## config.mk

```make
export PLATFORM = sky130hd
export DESIGN_NAME = pns_dist_unit
export DESIGN_NICKNAME = d
export VERILOG_FILES = /design/src/hdl/periodic_neighbor_search_core_defines.svh /design/src/hdl/pns_pkg.sv /design/src/hdl/pns_dist_unit.sv
export SDC_FILE = /design/constraint.sdc
export NUM_CORES = 2
export LEC_CHECK = 0
export BUFFER_PORTS_ARGS = -buffer_cell sky130_fd_sc_hd__buf_2
export CAP_MARGIN = 0
export CORE_ASPECT_RATIO = 1.5
export CORE_UTILIZATION = 55
export CTS_BUF_LIST = sky130_fd_sc_hd__clkbuf_2
export DETAILED_ROUTE_END_ITERATION = 6
export PLACE_DENSITY = 0.73
export SYNTH_ARGS = -nofsm -noshare
export SYNTH_HDL_FRONTEND = slang
export SYNTH_SLANG_ARGS = --single-unit
```

## constraint.sdc

```tcl
create_clock -name clk_i -period 8.5 [get_ports clk_i]
set_clock_uncertainty 0.05 [all_clocks]
set_input_delay 0.85 -clock clk_i [delete_from_list [all_inputs] [get_ports clk_i]]
set_output_delay 0.85 -clock clk_i [all_outputs]
set_load 0.01 [all_outputs]
```

## src/hdl/periodic_neighbor_search_core_defines.svh

```systemverilog
// ----------------------------------------------------------------------------
// Assertion macros for the periodic neighbor search core
// Shared shorthand for clocked checks; the user provides clk_i and rst_ni.
// ----------------------------------------------------------------------------
`ifndef PERIODIC_NEIGHBOR_SEARCH_CORE_DEFINES_SVH
`define PERIODIC_NEIGHBOR_SEARCH_CORE_DEFINES_SVH

// Condition holds at every clock edge outside reset.
`define PNS_ASSERT(lbl, cond, msg) \
  lbl: assert property (@(posedge clk_i) disable iff (!rst_ni) (cond)) else $error(msg);

// Antecedent in one cycle implies consequent in the next.
`define PNS_ASSERT_NEXT(lbl, ante, cons, msg) \
  lbl: assert property (@(posedge clk_i) disable iff (!rst_ni) (ante) |=> (cons)) else $error(msg);

`endif

```

## src/hdl/pns_pkg.sv

```systemverilog
// ----------------------------------------------------------------------------
// pns_pkg
// Widths, register codes, control types and defaults of the neighbor search.
// ----------------------------------------------------------------------------
`default_nettype none

package pns_pkg;

  // field widths
  localparam int COORD_W    = 24;
  localparam int PERIOD_W   = 23;
  localparam int IDX_W      = 6;
  localparam int SHIFT_W    = 2;
  localparam int COUNT_W    = 7;
  localparam int TGT_W      = 24;
  localparam int TOL_W      = 16;
  localparam int CFG_IDX_W  = 3;
  localparam int CFG_DATA_W = 24;

  // fixed point
  localparam int COORD_FRAC_BITS = 16;
  localparam int SQ_SHIFT        = 2 * COORD_FRAC_BITS - 16;

  // datapath: one axis difference, its square, the three-axis sum
  localparam int D_W     = COORD_W + 2;
  localparam int ACC_W   = 2 * D_W;
  localparam int TSUM_W  = TGT_W + SQ_SHIFT + 1;
  localparam int CMP_W   = ((ACC_W > TSUM_W) ? ACC_W : TSUM_W) + 1;

  // parameter defaults
  localparam int MAX_ATOMS_DEF     = 64;
  localparam int MAX_NEIGHBORS_DEF = 16;

  // register reset values
  localparam logic [PERIOD_W-1:0] PERIOD_RST = PERIOD_W'(65536);
  localparam logic [COUNT_W-1:0]  COUNT_RST  = COUNT_W'(8);
  localparam logic [TGT_W-1:0]    TGT_RST    = TGT_W'(12288);
  localparam logic [TOL_W-1:0]    TOL_RST    = TOL_W'(66);

  // image shift codes
  localparam logic signed [SHIFT_W-1:0] SHIFT_NEG  = 2'sb11;
  localparam logic signed [SHIFT_W-1:0] SHIFT_ZERO = 2'sb00;
  localparam logic signed [SHIFT_W-1:0] SHIFT_POS  = 2'sb01;

  typedef enum logic [CFG_IDX_W-1:0] {
    CFG_PERIOD_X   = 3'd0,
    CFG_PERIOD_Y   = 3'd1,
    CFG_PERIOD_Z   = 3'd2,
    CFG_ATOM_COUNT = 3'd3,
    CFG_TARGET_SQ  = 3'd4,
    CFG_TOLERANCE  = 3'd5
  } cfg_idx_e;

  typedef enum logic {
    CMD_STORE = 1'b0,
    CMD_QUERY = 1'b1
  } cmd_e;

  typedef enum logic [2:0] {
    OP_NONE,
    OP_LOAD,
    OP_DIFF,
    OP_SQ,
    OP_ACC
  } dist_op_e;

  typedef struct packed {
    dist_op_e op;
    logic     first;
  } dist_ctl_t;

endpackage

`default_nettype wire

```

## src/hdl/pns_dist_unit.sv

```systemverilog
// ----------------------------------------------------------------------------
// pns_dist_unit
// Shared squared-distance unit: one axis difference or one square per cycle.
// ----------------------------------------------------------------------------
`default_nettype none

module pns_dist_unit (
  input  wire logic                                 clk_i,
  input  wire pns_pkg::dist_ctl_t                   ctl_i,
  input  wire logic signed [pns_pkg::COORD_W-1:0]   coord_i,
  input  wire logic signed [pns_pkg::SHIFT_W-1:0]   shift_i,
  input  wire logic        [pns_pkg::PERIOD_W-1:0]  period_i,
  input  wire logic signed [pns_pkg::COORD_W-1:0]   center_i,
  input  wire logic        [pns_pkg::TGT_W-1:0]     target_i,
  input  wire logic        [pns_pkg::TOL_W-1:0]     tol_i,
  output logic                                      match_o
);
  import pns_pkg::*;

  logic signed [D_W-1:0]   d_q;
  logic        [ACC_W-1:0] sq_q;
  logic        [ACC_W-1:0] acc_q;
  logic signed [CMP_W-1:0] lo_q, hi_q;

  logic signed [D_W-1:0]   shift_term;
  logic signed [D_W-1:0]   diff;
  logic signed [ACC_W-1:0] prod;
  logic signed [CMP_W-1:0] tgt_e, tol_e, acc_e;

  always_comb begin
    case (shift_i)
      SHIFT_POS: shift_term = $signed(D_W'(period_i));
      SHIFT_NEG: shift_term = -$signed(D_W'(period_i));
      default:   shift_term = '0;
    endcase
  end

  assign diff  = D_W'(coord_i) + shift_term - D_W'(center_i);
  assign prod  = ACC_W'(d_q) * ACC_W'(d_q);
  assign tgt_e = $signed(CMP_W'(target_i)) <<< SQ_SHIFT;
  assign tol_e = $signed(CMP_W'(tol_i)) <<< SQ_SHIFT;
  assign acc_e = $signed(CMP_W'(acc_q));

  always_ff @(posedge clk_i) begin
    case (ctl_i.op)
      OP_LOAD: begin
        lo_q <= tgt_e - tol_e;
        hi_q <= tgt_e + tol_e;
      end
      OP_DIFF: begin
        d_q   <= diff;
        // fold in the previous axis square
        acc_q <= ctl_i.first ? '0 : acc_q + sq_q;
      end
      OP_SQ:  sq_q  <= $unsigned(prod);
      OP_ACC: acc_q <= acc_q + sq_q;
      default: ;
    endcase
  end

  // |d^2 - target| <= tol, as a window test
  assign match_o = (acc_e >= lo_q) && (acc_e <= hi_q);

endmodule

`default_nettype wire

```

==> impl_metrics.toml <==
[yosys]
synthesis.nets = 4936
ys_seq_elements = 178
async_reset_ff_frac = 0
synth-xor-area-share = 0.04592
synth_fa_ha_area_frac = 0.4888
syn-cell-area_um2 = 36430
synth_edf_count = 178
muxShareOfSynthArea = 0.001443
yosysMostFrequentCell = "inv_1"
yosysTopAreaCellShare = 0.3764
ys_top_cells_by_area = "fa_1 (38%), edfxtp_1 (15%), ha_1 (11%)"
ys_seq_area_frac = 0.1467
synthDistinctLibCells = 85
yosys_warnings = 0
ys.flop_type = "edfxtp_1"
syn-mean-instance-area_um2 = 9.571
synthTopCellsByCount = "inv_1 (995), fa_1 (685), ha_1 (327), nand2_1 (292), edfxtp_1 (178)"
synth_area_leader_cell = "fa_1"
synth_compound_area_frac = 0.09050
synth_top_family_by_area = "adder cells"
synth-simple-area-share = 0.1137
postSynthCellCount = 3806

[worst_setup_path]
path_cells = "nand2_1 -> fa_1 -> inv_1 -> fa_1 -> inv_1 -> fa_1 -> fa_1 -> inv_1 -> fa_1 -> fa_1 -> inv_1 -> fa_1 -> inv_1 -> ha_1 -> nand2_1 -> or4_1 -> a211oi_1 -> o21ai_1 -> a21oi_1 -> o2111ai_1 -> a311oi_2 -> o21ai_1 -> a21oi_1 -> a31oi_1"
rr_worst_depth = 24
slowest_delay_ns = 0.97
crit_arrival_ns = 8.84
cp-end-kind = "flip-flop"
crit_type = "reg2reg"
cp-start-kind = "flip-flop"
rrSetupSlack_ns = 0.29
crit_start = "d_q[7]"
path_max_fanout = 15
crit_top_cell = "fa_1"
r2r-start = "d_q[7]"
required_ns = 9.14
reg2reg_to = "sq_q[51]"
cp-endpoint = "sq_q[51]"
worst_path_max_delay_cell = "edfxtp_1"

[timing]
relSlewSlack = 0.3579
max_freq_mhz = 121.8
tightest_slew_ns = 0.9543
final-max-slew-violation-count = 0
finalSetupViolations = 0
fin_tns_setup_ns = 0
hold_viol_final = 0
finalCriticalPeriod_ns = 8.207
whs_ns = 0.1149
rsz0062_at_grt = "no"
fin_crit_sh = 0.9656

[cts]
cts-buffers-inserted = 17
cts_hold_buf = 0
cts_htree_levels = 4
cts_tree = "yes"
post_cts_resize_count = 0
clkSinkCount = 178
cts_buffer_depth = 2
cts_setup_buffers = 0
clk_latency_ns = 1.00
cts_root_buf = "clkbuf_2"
path_clk_slew_ns = 0.31

[die]
die_area_um2 = 67290
die_y_um = 317.2
io_pins = 119
die_w_um = 212.1
rows = 115
initial_core_util = 0.5564
design.core.area_um2 = 65470

[drt]
vias_per_cell = 5.334
drc = 0
num_vias = 25520
drt_iter0_markers = 1260
drtAntennaViolNets = 0
routed_wl_um = 84810
drtPass1Iterations = 5
avgRoutedWirePerCell_um = 17.72

[global_routing]
antenna_found_initial = 2
grt_use_met3 = 0.03002
use_met1 = 0.2956
grt_pass1_wl_um = 138400
grt.busiest_layer = "met2"
grt_start_max_net_pins = 53
grt_usage = 0.2679
grt_use_met2 = 0.5136
first_global_vias = 27930
grt_overflow = 0

[run_status]
status = "completed"

[flow_run]
maxCapViolations = 0

[placement]
dp_hpwl_um = 72280
post_dp_cell_area_um2 = 38130
gp_congestion = 0.9270
portBuffers = 118

[final_layout]
fin_area_um2 = 38390
fillers = 5666
seq_area_um2 = 5345
fin_nets = 5022
area_growth_pct = 5.392
multi_input_area_um2 = 27000
layout-drive-gt1-share = 0.06300

[min_path]
hp-class = "in2reg"
-- layer usage --
metal	routed length, um	part of all wire	up-vias
li1	-	-	11960
met4	3539	0.042	0
met5	0	0	-
met2	46240	0.55	625
met3	3424	0.040	200
met1	31600	0.37	12740
-- layout by cell type (no fill, tap or decap), drive strengths merged, types with 8 or more instances in the layout --
cell     synthesis  layout
inv            995    1002
xor2            56      56
edfxtp         178     178
nand4           25      25
o21ai           80      80
and3            17      17
ha             327     327
a2111oi         13      13
clkbuf          92      17
nand3           30      30
and2           149     149
nand2b          32      32
nor2           148     148
xnor2          135     135
a21oi          158     158
nor4            13      13
a211oi          12      12
o211ai          11      11
o31ai           13      13
nor2b           40      40
or2             11      11
o22ai            8       8
a31oi           20      20
o21a            22      22
nor3            33      33
buf              6     165
a21o            77      77
o21bai          21      21
or3             25      25
fa             685     685
nand2          292     292
-- through the flow --
stage,setup slack (ns),util,cells
after floorplan,1.202,-,3806
after detailed placement,0.4812,0.5824,4750
after global placement,0.5645,0.5824,4750
after CTS,0.3981,0.5863,4782
after global routing,0.09507,0.5864,4785
final,0.2927,0.5864,4785
-- cell families (layout without fill, tap and decap cells) --
group | count (synthesis) | count (layout)
other | 0 | 3
AOI/OAI and AO/OA | 489 | 489
and+or+nand+nor | 838 | 838
buffers and inverters | 1093 | 1192
muxes | 5 | 5
adders and majority gates | 1012 | 1012
xor gates and xnor gates | 191 | 191
DFF | 178 | 178
-- state kept, by name (all words and copies together) (netlist names) --
| name | flops |
|---|---|
| lo_q | 25 |
| sq_q | 51 |
| d_q | 26 |
| acc_q | 52 |
| hi_q | 24 |
-- layout make-up --
type / count / area share
Tap cell: 877 / 0.02858
Multi-Input combinational cell: 2535 / 0.7031
Clock inverter: 15 / 0.004465
Clock buffer: 17 / 0.002216
Sequential cell: 178 / 0.1392
Timing Repair Buffer: 165 / 0.02490
Inverter: 995 / 0.09728
Antenna cell: 3 / 0.0001955
-- worst max-delay path: cells and delay by family, from the launching register on --
| family | cells | cell delay [ns] |
|---|---|---|
| fa+ha+maj | 8 | 4.02 |
| compound gates | 8 | 1.68 |
| buf+inv | 5 | 0.25 |
| simple gates | 3 | 0.95 |
| flops | 1 | 0.97 |
-- how the worst min path moves through the flow --
stage          startpoint  depth (start not counted)        to
3_5_place_dp      sq_q[0]                          2  acc_q[0]
2_1_floorplan      d_q[0]                          0   sq_q[0]
5_1_grt        coord_i[0]                          2    d_q[0]
6_report       coord_i[0]                          2    d_q[0]
3_3_place_gp      sq_q[0]                          2  acc_q[0]
4_1_cts        coord_i[0]                          2    d_q[0]
Power is not shown: default switching activity piles up to over one toggle a cycle in this logic, so the estimate is an artifact.
